## config.mk

```make
export PLATFORM = sky130hd
export DESIGN_NAME = sbus_frame_decoder_unit
export DESIGN_NICKNAME = d
export VERILOG_FILES = /design/src/rtl/sbfd_pkg.sv /design/src/rtl/sbfd_chan_scale.sv /design/src/rtl/sbus_frame_decoder_unit.sv
export SDC_FILE = /design/constraint.sdc
export NUM_CORES = 1
export LEC_CHECK = 0
export BUFFER_PORTS_ARGS = -buffer_cell sky130_fd_sc_hd__buf_4
export CORE_ASPECT_RATIO = 2
export CORE_MARGIN = 2
export CORE_UTILIZATION = 56
export DETAILED_ROUTE_END_ITERATION = 8
export GPL_ROUTABILITY_DRIVEN = 0
export HOLD_SLACK_MARGIN = 0.03
export PLACE_DENSITY = 0.84
export SYNTH_ARGS = -nofsm -noshare
export SYNTH_HDL_FRONTEND = slang
export SYNTH_SLANG_ARGS = --single-unit
```

## constraint.sdc

```tcl
create_clock -name clk_i -period 4.4 [get_ports clk_i]
set_clock_uncertainty 0.15 [all_clocks]
set_input_delay 0.66 -clock clk_i [delete_from_list [all_inputs] [get_ports clk_i]]
set_output_delay 0.66 -clock clk_i [all_outputs]
set_load 0.02 [all_outputs]
```

## src/rtl/sbfd_pkg.sv

```systemverilog
// Shared types and constants for the S.BUS frame decoder.
package sbfd_pkg;

  localparam int unsigned SBFD_FRAME_BYTES   = 25;
  localparam int unsigned SBFD_CHANNEL_COUNT = 16;
  localparam int unsigned SBFD_CH_BITS       = 11;

  localparam logic [7:0]  SBFD_START_BYTE = 8'h0F;
  localparam logic [11:0] SBFD_VAL_OFFSET = 12'd880;
  localparam logic [11:0] SBFD_VAL_MIN    = 12'd800;
  localparam logic [11:0] SBFD_VAL_MAX    = 12'd2200;

  // bit offset step between packed channels
  localparam logic [7:0] SBFD_CH_STEP = 8'(SBFD_CH_BITS);
  localparam logic [3:0] SBFD_LAST_CH = 4'(SBFD_CHANNEL_COUNT - 1);

  // flag byte bits
  localparam int unsigned SBFD_FLAG_FAILSAFE_BIT = 3;
  localparam int unsigned SBFD_FLAG_LOST_BIT     = 2;

  typedef enum logic [1:0] {
    STATUS_RECEIVED = 2'd0,
    STATUS_LOST     = 2'd1,
    STATUS_FAILSAFE = 2'd2
  } status_e;

  typedef enum logic [3:0] {
    ST_WAIT,
    ST_DATA,
    ST_END,
    ST_FLAG_REQ,
    ST_FLAG_CAP,
    ST_BYTE_REQ,
    ST_BYTE_CAP,
    ST_SCALE,
    ST_EMIT
  } state_e;

endpackage

```

## src/rtl/sbfd_chan_scale.sv

```systemverilog
// Channel extract from a 3-byte window, scale by 5/8, offset and clamp.
module sbfd_chan_scale
  import sbfd_pkg::*;
(
  input  logic [23:0] win_i,
  input  logic [2:0]  shift_i,
  output logic [11:0] value_o
);

  logic [23:0] shifted;
  logic [10:0] raw;
  logic [13:0] prod;
  logic [10:0] scaled;
  logic [11:0] sum;

  always_comb begin
    shifted = win_i >> shift_i;
    raw     = shifted[10:0];
    // v*5 as v*4 + v
    prod    = {1'b0, raw, 2'b00} + {3'b000, raw};
    scaled  = prod[13:3];
    sum     = {1'b0, scaled} + SBFD_VAL_OFFSET;
    if (sum < SBFD_VAL_MIN) begin
      value_o = SBFD_VAL_MIN;
    end else if (sum > SBFD_VAL_MAX) begin
      value_o = SBFD_VAL_MAX;
    end else begin
      value_o = sum;
    end
  end

endmodule

```

## src/rtl/sbus_frame_decoder_unit.sv

```systemverilog
// S.BUS frame decoder top level: byte collector, frame store and channel sequencer.
//
//  channel | direction | handshake            | payload
//  --------+-----------+----------------------+------------------------------------------
//  in      | input     | in_valid_i/in_ready_o | rx_byte_i
//  out     | output    | out_valid_o/out_ready_i| channel_index_o, channel_value_o,
//          |           |                      | frame_status_o, flag_byte_o, last_channel_o
//
// Flow: one byte request per cycle while a frame is collected. After the final byte
//   the block reads the flag byte, then per channel makes three frame store reads
//   over its single registered read port, a scale step and at least one emit step;
//   the store read port sets the pace at which a frame's channels are produced.
// Reset: asynchronous, active low; returns to waiting for the start byte. The frame
//   store is not cleared, every entry read is written earlier in the same frame.
// Stalls: in_ready_o is low while results are produced; a stalled result holds in the
//   output registers until out_ready_i takes it.
module sbus_frame_decoder_unit
  import sbfd_pkg::*;
#(
  parameter int unsigned FRAME_BYTES = SBFD_FRAME_BYTES
) (
  input  logic        clk_i,
  input  logic        rst_ni,
  input  logic        in_valid_i,
  output logic        in_ready_o,
  input  logic [7:0]  rx_byte_i,
  output logic        out_valid_o,
  input  logic        out_ready_i,
  output logic [3:0]  channel_index_o,
  output logic [11:0] channel_value_o,
  output logic [1:0]  frame_status_o,
  output logic [7:0]  flag_byte_o,
  output logic        last_channel_o
);

  localparam int unsigned AW = $clog2(FRAME_BYTES);
  localparam logic [AW-1:0] FlagAddr   = AW'(FRAME_BYTES - 2);
  localparam logic [AW-1:0] EndPos     = AW'(FRAME_BYTES - 1);
  localparam logic [AW-1:0] FirstData  = AW'(1);

  state_e        state_q, state_d;
  logic [AW-1:0] pos_q, pos_d;
  logic [3:0]    ch_q, ch_d;
  logic [7:0]    bit_q, bit_d;       // bit offset of current channel in data area
  logic [1:0]    byte_cnt_q, byte_cnt_d;
  logic [23:0]   win_q, win_d;
  logic [7:0]    flag_q, flag_d;
  logic [1:0]    status_q, status_d;
  logic [11:0]   value_q, value_d;

  logic [7:0]    mem_q [FRAME_BYTES];
  logic [7:0]    rdata_q;
  logic [AW-1:0] rd_addr, wr_addr;
  logic          mem_we;
  logic          in_acc;
  logic [11:0]   scaled;

  assign in_acc = in_valid_i && in_ready_o;

  // next state
  always_comb begin
    state_d = state_q;
    case (state_q)
      ST_WAIT: begin
        if (in_acc && rx_byte_i == SBFD_START_BYTE) state_d = ST_DATA;
      end
      ST_DATA: begin
        // last data byte is the flag byte; the end byte follows
        if (in_acc && (pos_q + FirstData) >= EndPos) state_d = ST_END;
      end
      ST_END: begin
        if (in_acc) state_d = ST_FLAG_REQ;
      end
      ST_FLAG_REQ: state_d = ST_FLAG_CAP;
      ST_FLAG_CAP: state_d = ST_BYTE_REQ;
      ST_BYTE_REQ: state_d = ST_BYTE_CAP;
      ST_BYTE_CAP: begin
        state_d = (byte_cnt_q == 2'd2) ? ST_SCALE : ST_BYTE_REQ;
      end
      ST_SCALE: state_d = ST_EMIT;
      ST_EMIT: begin
        if (out_ready_i) state_d = (ch_q == SBFD_LAST_CH) ? ST_WAIT : ST_BYTE_REQ;
      end
      default: state_d = ST_WAIT;
    endcase
  end

  // control outputs
  always_comb begin
    in_ready_o  = 1'b0;
    out_valid_o = 1'b0;
    mem_we      = 1'b0;
    wr_addr     = pos_q;
    rd_addr     = FlagAddr;
    case (state_q)
      ST_WAIT: begin
        in_ready_o = 1'b1;
        wr_addr    = '0;
        mem_we     = in_acc && rx_byte_i == SBFD_START_BYTE;
      end
      ST_DATA, ST_END: begin
        in_ready_o = 1'b1;
        mem_we     = in_acc;
      end
      ST_BYTE_REQ: rd_addr = FirstData + AW'(bit_q[7:3]) + AW'(byte_cnt_q);
      ST_EMIT:     out_valid_o = 1'b1;
      default: ;
    endcase
  end

  // datapath next values
  always_comb begin
    pos_d      = pos_q;
    ch_d       = ch_q;
    bit_d      = bit_q;
    byte_cnt_d = byte_cnt_q;
    win_d      = win_q;
    flag_d     = flag_q;
    status_d   = status_q;
    value_d    = value_q;
    case (state_q)
      ST_WAIT: begin
        if (in_acc) pos_d = (rx_byte_i == SBFD_START_BYTE) ? FirstData : '0;
      end
      ST_DATA: begin
        if (in_acc) pos_d = pos_q + FirstData;
      end
      ST_END: begin
        if (in_acc) pos_d = '0;
      end
      ST_FLAG_CAP: begin
        flag_d = rdata_q;
        if (rdata_q[SBFD_FLAG_FAILSAFE_BIT]) begin
          status_d = STATUS_FAILSAFE;
        end else if (rdata_q[SBFD_FLAG_LOST_BIT]) begin
          status_d = STATUS_LOST;
        end else begin
          status_d = STATUS_RECEIVED;
        end
        ch_d       = '0;
        bit_d      = '0;
        byte_cnt_d = '0;
      end
      ST_BYTE_CAP: begin
        case (byte_cnt_q)
          2'd0:    win_d[7:0]   = rdata_q;
          2'd1:    win_d[15:8]  = rdata_q;
          default: win_d[23:16] = rdata_q;
        endcase
        byte_cnt_d = byte_cnt_q + 2'd1;
      end
      ST_SCALE: value_d = scaled;
      ST_EMIT: begin
        if (out_ready_i && ch_q != SBFD_LAST_CH) begin
          ch_d       = ch_q + 4'd1;
          bit_d      = bit_q + SBFD_CH_STEP;
          byte_cnt_d = '0;
        end
      end
      default: ;
    endcase
  end

  sbfd_chan_scale u_scale (
    .win_i   (win_q),
    .shift_i (bit_q[2:0]),
    .value_o (scaled)
  );

  always_ff @(posedge clk_i or negedge rst_ni) begin
    if (!rst_ni) begin
      state_q    <= ST_WAIT;
      pos_q      <= '0;
      ch_q       <= '0;
      bit_q      <= '0;
      byte_cnt_q <= '0;
    end else begin
      state_q    <= state_d;
      pos_q      <= pos_d;
      ch_q       <= ch_d;
      bit_q      <= bit_d;
      byte_cnt_q <= byte_cnt_d;
    end
  end

  // payload registers, no reset
  always_ff @(posedge clk_i) begin
    win_q    <= win_d;
    flag_q   <= flag_d;
    status_q <= status_d;
    value_q  <= value_d;
  end

  // frame store: one write port, one registered read port
  always_ff @(posedge clk_i) begin
    if (mem_we) mem_q[wr_addr] <= rx_byte_i;
    rdata_q <= mem_q[rd_addr];
  end

  assign channel_index_o = ch_q;
  assign channel_value_o = value_q;
  assign frame_status_o  = status_q;
  assign flag_byte_o     = flag_q;
  assign last_channel_o  = (ch_q == SBFD_LAST_CH);

  // no byte requests taken while results are pending
  a_no_in_during_out: assert property (@(posedge clk_i) disable iff (!rst_ni)
    out_valid_o |-> !in_ready_o)
    else $error("input ready while result pending");

  // last channel taken returns the sequencer to start-byte search
  a_last_returns: assert property (@(posedge clk_i) disable iff (!rst_ni)
    out_valid_o && out_ready_i && last_channel_o |=> state_q == ST_WAIT)
    else $error("sequencer did not return after last channel");

  // channel reads stay inside the data area, up to and including the flag byte
  a_rd_in_data: assert property (@(posedge clk_i) disable iff (!rst_ni)
    state_q == ST_BYTE_REQ |-> rd_addr >= FirstData && rd_addr <= FlagAddr)
    else $error("channel read outside data area");

  // window fill never runs past three bytes
  a_byte_cnt: assert property (@(posedge clk_i) disable iff (!rst_ni)
    state_q == ST_BYTE_CAP |-> byte_cnt_q != 2'd3)
    else $error("window byte count overflow");

  // first result of a frame is channel zero
  a_first_ch: assert property (@(posedge clk_i) disable iff (!rst_ni)
    state_q == ST_FLAG_CAP |=> ch_q == 4'd0 && bit_q == 8'd0)
    else $error("channel counter not cleared at frame start");

endmodule
```

Word-level counts from Yosys, hierarchy flattened --
Memories as Yosys holds them, arrays and structs flattened. A register that Yosys moved wholly into a read port is not among the register bits. Index checks and enable logic that the tools add are counted.
Storage, ports and cells: RAM bits 200, input bits 12, logic and storage cells 93, register bits 69, memories kept 1
Operators by class: reduce and logical (&&, ||, !) cells 20, bitwise gates (word level) 1, mux-type cells 27, equality and inequality tests 20, shift operators 1, magnitude comparators 3, $add $sub $neg 8
Memory list:
- mem_q | depth 25, bits a word 8, read ports 1, clocked after Yosys merged registers in 1, write ports 1, line sbus_frame_decoder_unit.sv:51 | logic [7:0] mem_q [FRAME_BYTES];
Operator list (number):
- $pmux W4 S9 | 1
- $mux W5 | 5
- $shr A24 B3 Y11 | 1
- $mux W4 | 5
- $eq A4 B3 Y1 const B | 4
- $pmux W8 S2 | 1
- $pmux W5 S3 | 1
- $add A13 B11 Y14 | 1
- $ne A2 B2 Y1 const B | 7
- $add A11 B10 Y12 const B | 1
- $gt A12 B12 Y1 const B | 1
- $lt A12 B10 Y1 const B | 1
- $mux W12 | 1
- $reduce_and A2 Y1 | 5
- $add A8 B4 Y8 const B | 1
- $eq A4 B2 Y1 const B | 2
- $eq A4 B4 Y1 const B | 2
- $eq A8 B4 Y1 const B | 1
- $mux W8 | 1
- $pmux W4 S2 | 1
- $reduce_and A4 Y1 | 2
- $mux W1 | 6
- $pmux W2 S3 | 1
- $reduce_bool A3 Y1 | 2
- other kinds (20) | 26

Longest topological paths before layout --
depth in word-level cells 8, depth in mapped cells 20

Cells and area by module --
From an unflattened synthesis, not the netlist that was laid out.
Second synthesis, totals: cell total of the unflattened synthesis 964, area, all modules 12926.1 sq um
Modules (own cells, without submodules):
- sbus_frame_decoder_unit | instances 1, cells an instance 759, area an instance 11338.4 sq um
- sbfd_chan_scale | instances 1, cells an instance 205, area an instance 1587.8 sq um

Worst setup path before layout --
No wires, ideal clock.
path type register to register, start point register bit_q[1], end point register value_q[5], in the netlist channel_value_o[5] (data pin), setup slack -370 ps, arrival time 4352 ps, buffers on the path 2, data required time 3982 ps, cell stages (with the launch flop) 18, cell sequence dfrtp_1 buf_6 clkbuf_1 mux2_2 o21ai_0 a21oi_1 ha_1 a21oi_2 o21a_1 nand2_1 xnor2_1 ha_1 or3b_1 mux2i_1 nor3b_4 or3_1 a21boi_1 o311ai_1
On the way: cells in the longest elaborated chain, start to end 5, elaborated cells between the ends (all ways) 6, classes of those cells add/sub (2); order compare (2); shift (1); mux (1)
Ends and longest elaborated chain:
- start: declaration | line sbus_frame_decoder_unit.sv:44 | logic [7:0] bit_q, bit_d;
- start signal: assignment | line sbus_frame_decoder_unit.sv:181 | bit_q <= bit_d;
- $shr A24 B3 Y11 * | line sbfd_chan_scale.sv:17 | shifted = win_i >> shift_i;
- $add A13 B11 Y14 * | line sbfd_chan_scale.sv:20 | prod = {1'b0, raw, 2'b00} + {3'b000, raw};
- $add A11 B10 Y12 * | line sbfd_chan_scale.sv:22 | sum = {1'b0, scaled} + SBFD_VAL_OFFSET;
- $gt A12 B12 Y1 | line sbfd_chan_scale.sv:25 | end else if (sum > SBFD_VAL_MAX) begin
- $mux W12 | line sbfd_chan_scale.sv:25
- end signal: assignment | line sbus_frame_decoder_unit.sv:191 | value_q <= value_d;
- end: declaration | line sbus_frame_decoder_unit.sv:49 | logic [11:0] value_q, value_d;
Mark *: on every way between the ends. The rest lies on a longest branch, timed or not. A chain may end at the register's enable or synchronous reset.

Worst setup path in the final report --
start point register bit_q[1], end point register value_q[1], in the netlist channel_value_o[1] (data pin)
On the way: cells in the longest elaborated chain, start to end 5, elaborated cells between the ends (all ways) 6, classes of those cells add/sub (2); order compare (2); shift (1); reduce/logical (1)
Ends and longest elaborated chain (line):
- $shr A24 B3 Y11 * | sbfd_chan_scale.sv:17
- $add A13 B11 Y14 * | sbfd_chan_scale.sv:20
- $add A11 B10 Y12 * | sbfd_chan_scale.sv:22
- $gt A12 B12 Y1 or $lt A12 B10 Y1 (tied branches) | sbfd_chan_scale.sv:25, sbfd_chan_scale.sv:23
- $reduce_or A2 Y1 (no source line)
Marked as above.

==> implementation parameters <==
Parameter                              Value

Status
  Result of the run    complete, no violations

Clock tree
  Worst-case clock buffer depth    3
  TritonCTS clock tree    done
  Number of buffers inserted during clock tree synthesis    23
  Clock latency on the worst-skew pair    540 ps
  Clock-pin slew on the worst setup and hold paths    70 ps
  Clock root cell    sky130_fd_sc_hd__clkbuf_16
  H-Tree Level Count    1
  CTS Sinks    271

Run
  Max-cap viol count    0

Drt
  Number of iterations in the first detailed-routing pass    6
  Via total after detailed routing    8474
  Post-detailed-route via-to-cell ratio    6.48
  Routed WL per cell    23.5 microns
  Final antenna-violating net count    0
  Wirelength, routed    30.8 mm
  Detailed router's first-iteration violation count    833
  Drc violations    0

STA
  Unrepaired setup endpoints after global routing    yes
  Max Fclk    228 MHz
  Final count of negative-setup-slack endpoints    0
  Final Max Slew Viols    0
  Worst slew margin relative to its limit    30.7%
  Final clock period utilization by the worst path    99.5%
  Summed negative setup slack over all endpoints    0 ps
  Period minus WS final    4380 ps
  Actual transition at the worst max-transition pin    1030 ps
  Number of failing hold endpoints at the final stage    0

Placed design
  Placed cell count    1253
  Total half-perimeter wirelength after legalization and detailed placement    20.7 mm
  Port Buffers    40

Floorplanning
  Floorplan core area    21600 sq um
  Die Span Y    214 microns
  Number of placed I/O pins    41
  Area of the die    23400 sq um
  Starting utilization of the core area    57.3%
  Number of core rows    76
  Horizontal die dimension    109 microns

Pwr
  Total power per unit cell area    846 nW/um^2
  Leakage power figure    4.89 nW
  Max VDD drop    1.49 mV

Critical path
  Worst setup SP type    register
  Max FO, Critical Path    7
  FF-to-FF setup slack    20 ps
  Kind of end point of the critical path    register
  Critical path class    register to register
  Worst flop-to-flop path endpoint    channel_value_o[1]
  Startpoint of the most critical register-to-register path    bit_q[1]
  Required time of the critical path    4490 ps
  CP arrival    4470 ps
  Worst R2R Path Depth    21

Layout
  Fin cells    1308
  Total Nets Final    1051
  Share of cells above drive strength 1    20.1%
  Most common cell after layout, fill and taps aside    sky130_fd_sc_hd__edfxtp_1
  Area overhead of the layout relative to synthesis    15.0%
  Filler Cells Inserted    1488
  Multi-input logic area    4370 sq um
  Number of inserted diodes    0
  Commonest cells after routing, fill and taps aside    240 x sky130_fd_sc_hd__edfxtp_1, 130 x sky130_fd_sc_hd__nand2_1, 92 x sky130_fd_sc_hd__buf_4
  Storage element area    7950 sq um
  Share of the core filled with cells in the final layout    65.9%

GRT
  Number of global-route vias before repair    8352
  Global-route wire length before repair    45.7 mm
  Remaining global-route overflow    0
  Maximum number of pins on one net before global-route repair    51
  Gr usage total    26.2%
  Antenna violations before repair    0

Hold path
  Worst min-delay path endpoint    state_q[1]
  Launch point of the worst hold path    in_valid_i
  Cell depth of the worst hold path    2
  Worst hold path type    input pin to register

Yosys
  Synth warnings    0
  Mean cell area of the mapped netlist    12.9 sq um
  Number of distinct library cells after synthesis    78
  Number of enable-type register cells in the synthesized netlist    240
  Cell area after synthesis    12400 sq um
  Share of synthesized flip-flops with an asynchronous set or reset    8.49%
  Fraction of the yosys area taken by sequential cells    64.3%
  Flip-flop cell with the highest count after synthesis    sky130_fd_sc_hd__edfxtp_1
  Seq cells post-synth    271
  Number of instances in the synthesized netlist    955
  Synthesized Nets    987
==> stage by stage <==
stage	area [sq um]	power, W	hold slack (ps)	setup WS [ps]
after floorplan	12400	0.00713	214	1.74
after global placement	13200	0.00876	335	-16.8
after detailed placement	13200	0.00895	342	-107
after CTS	13900	0.0110	193	6.30
after global routing	14200	0.0126	209	-160
final	14200	0.0120	199	19.8
==> power breakdown <==
group,total [W],switching (W),internal (W)
Clock,0.00192,0.000892,0.00103
Combinational,0.00685,0.00386,0.00299
Sequential,0.00327,0.000159,0.00311
Total,0.0120,0.00491,0.00712
==> state kept, by name, indices dropped and copies added, names as in the netlist <==
| signal | flops |
|---|---|
| bit_q | 8 |
| byte_cnt_q | 2 |
| channel_index_o | 4 |
| channel_value_o | 12 |
| flag_byte_o | 8 |
| frame_status_o | 2 |
| mem_q | 200 |
| pos_q | 5 |
| rdata_q | 8 |
| state_q | 4 |
| win_q | 18 |
==> worst max-delay path by stage <==
stage | end | depth (start not counted) | slack (ps) | from
3_5_place_dp | channel_value_o[5] | 17 | -110 | bit_q[1]
2_1_floorplan | channel_value_o[3] | 17 | 2 | bit_q[1]
6_report | channel_value_o[1] | 21 | 20 | bit_q[1]
4_1_cts | channel_value_o[7] | 18 | 6 | bit_q[0]
5_1_grt | channel_value_o[1] | 20 | -160 | bit_q[1]
3_3_place_gp | channel_value_o[4] | 17 | -20 | bit_q[1]
==> Yosys cell counts (3+ instances only) <==
library cell,count,area share (%)
sky130_fd_sc_hd__a31oi_1,5,0.25
sky130_fd_sc_hd__edfxtp_1,240,58
sky130_fd_sc_hd__nand2b_1,8,0.40
sky130_fd_sc_hd__or3_1,8,0.40
sky130_fd_sc_hd__dfxtp_1,8,1.3
sky130_fd_sc_hd__o31ai_1,8,0.49
sky130_fd_sc_hd__nor4_1,3,0.15
sky130_fd_sc_hd__a311oi_1,38,2.7
sky130_fd_sc_hd__a221o_1,3,0.24
sky130_fd_sc_hd__a21oi_1,16,0.65
sky130_fd_sc_hd__o21a_1,3,0.18
sky130_fd_sc_hd__a211o_1,8,0.57
sky130_fd_sc_hd__and3_1,6,0.30
sky130_fd_sc_hd__nor2_1,65,2.0
sky130_fd_sc_hd__a21o_1,3,0.18
sky130_fd_sc_hd__nand2_1,132,4.0
sky130_fd_sc_hd__o21ai_0,29,1.2
sky130_fd_sc_hd__clkbuf_1,47,1.4
sky130_fd_sc_hd__nand3_1,23,0.93
sky130_fd_sc_hd__o221ai_1,3,0.21
sky130_fd_sc_hd__xnor2_2,3,0.39
sky130_fd_sc_hd__nand3b_1,5,0.30
sky130_fd_sc_hd__mux2i_1,15,1.2
sky130_fd_sc_hd__o22ai_1,17,0.86
sky130_fd_sc_hd__o211ai_1,9,0.55
sky130_fd_sc_hd__xor2_1,8,0.57
sky130_fd_sc_hd__nor3_1,26,1.1
sky130_fd_sc_hd__a2111oi_1,3,0.24
sky130_fd_sc_hd__nand4_1,4,0.20
sky130_fd_sc_hd__buf_2,7,0.28
sky130_fd_sc_hd__mux2_2,4,0.36
sky130_fd_sc_hd__dfrtp_1,23,4.7
sky130_fd_sc_hd__inv_1,17,0.52
sky130_fd_sc_hd__ha_1,18,1.8
sky130_fd_sc_hd__and2_1,12,0.61
sky130_fd_sc_hd__nor2b_1,22,1.1
sky130_fd_sc_hd__xnor2_1,11,0.78
sky130_fd_sc_hd__a21oi_2,3,0.21
sky130_fd_sc_hd__o2111ai_1,4,0.28
sky130_fd_sc_hd__a211oi_1,25,1.5
sky130_fd_sc_hd__a22o_1,4,0.28
sky130_fd_sc_hd__mux4_2,13,2.4
==> worst max-delay path, cell delays in order, from the launching register on <==
cell	delay, ps
sky130_fd_sc_hd__dfrtp_2	440
sky130_fd_sc_hd__buf_12	150
sky130_fd_sc_hd__mux2_4	320
sky130_fd_sc_hd__nor2_4	110
sky130_fd_sc_hd__a21oi_2	40
sky130_fd_sc_hd__nor2_1	140
sky130_fd_sc_hd__a21oi_2	60
sky130_fd_sc_hd__buf_4	150
sky130_fd_sc_hd__ha_4	300
sky130_fd_sc_hd__a21oi_2	80
sky130_fd_sc_hd__buf_4	160
sky130_fd_sc_hd__o2111ai_4	210
sky130_fd_sc_hd__nand3_2	130
sky130_fd_sc_hd__inv_2	90
sky130_fd_sc_hd__ha_4	140
sky130_fd_sc_hd__or3b_1	360
sky130_fd_sc_hd__mux2i_2	230
sky130_fd_sc_hd__nor3b_4	120
sky130_fd_sc_hd__buf_6	150
sky130_fd_sc_hd__a2111oi_4	320
sky130_fd_sc_hd__buf_4	200
sky130_fd_sc_hd__a2111oi_4	30
==> area by class of cell <==
| class | count | area share, % |
|---|---|---|
| inverters | 20 | 0.554 |
| clock inverters | 15 | 0.757 |
| multi-input cells | 605 | 30.7 |
| flip-flops and latches | 271 | 55.9 |
| repair buffers | 98 | 5.57 |
| well taps | 273 | 2.40 |
| clock buffers | 26 | 4.13 |
==> logic make-up (layout without fill, tap and decap cells) <==
family,count (synthesis),in the layout,synth area share [%]
AO/OA/AOI/OAI,202,202,12.5
XOR/XNOR,22,22,1.74
adder cells (fa/ha/maj),20,20,2.15
buffers and inverters,79,159,2.57
flip-flops,271,271,64.3
multiplexers,34,34,4.37
AND/OR/NAND/NOR,327,327,12.4
==> per-layer routing <==
metal  vias to the layer above  routed length [microns]  GRT usage (%)
met5                         -                        0              0
li1                       3786                        -              -
met1                      4104                     9560           26.3
met4                         0                     2510           19.4
met2                       447                    16600           47.3
met3                       137                     2060           3.77
==> repair_timing <==
action                     4_1_cts  5_1_grt
gates cloned                     0        1
hold endpoints to repair        23        0
setup endpoints to repair        7       10
hold buffers                     1        0
gates resized for setup         14       34
pin swaps                        5       23
setup buffers                    3       10
Note: power is estimated with default switching activity, not from simulation.
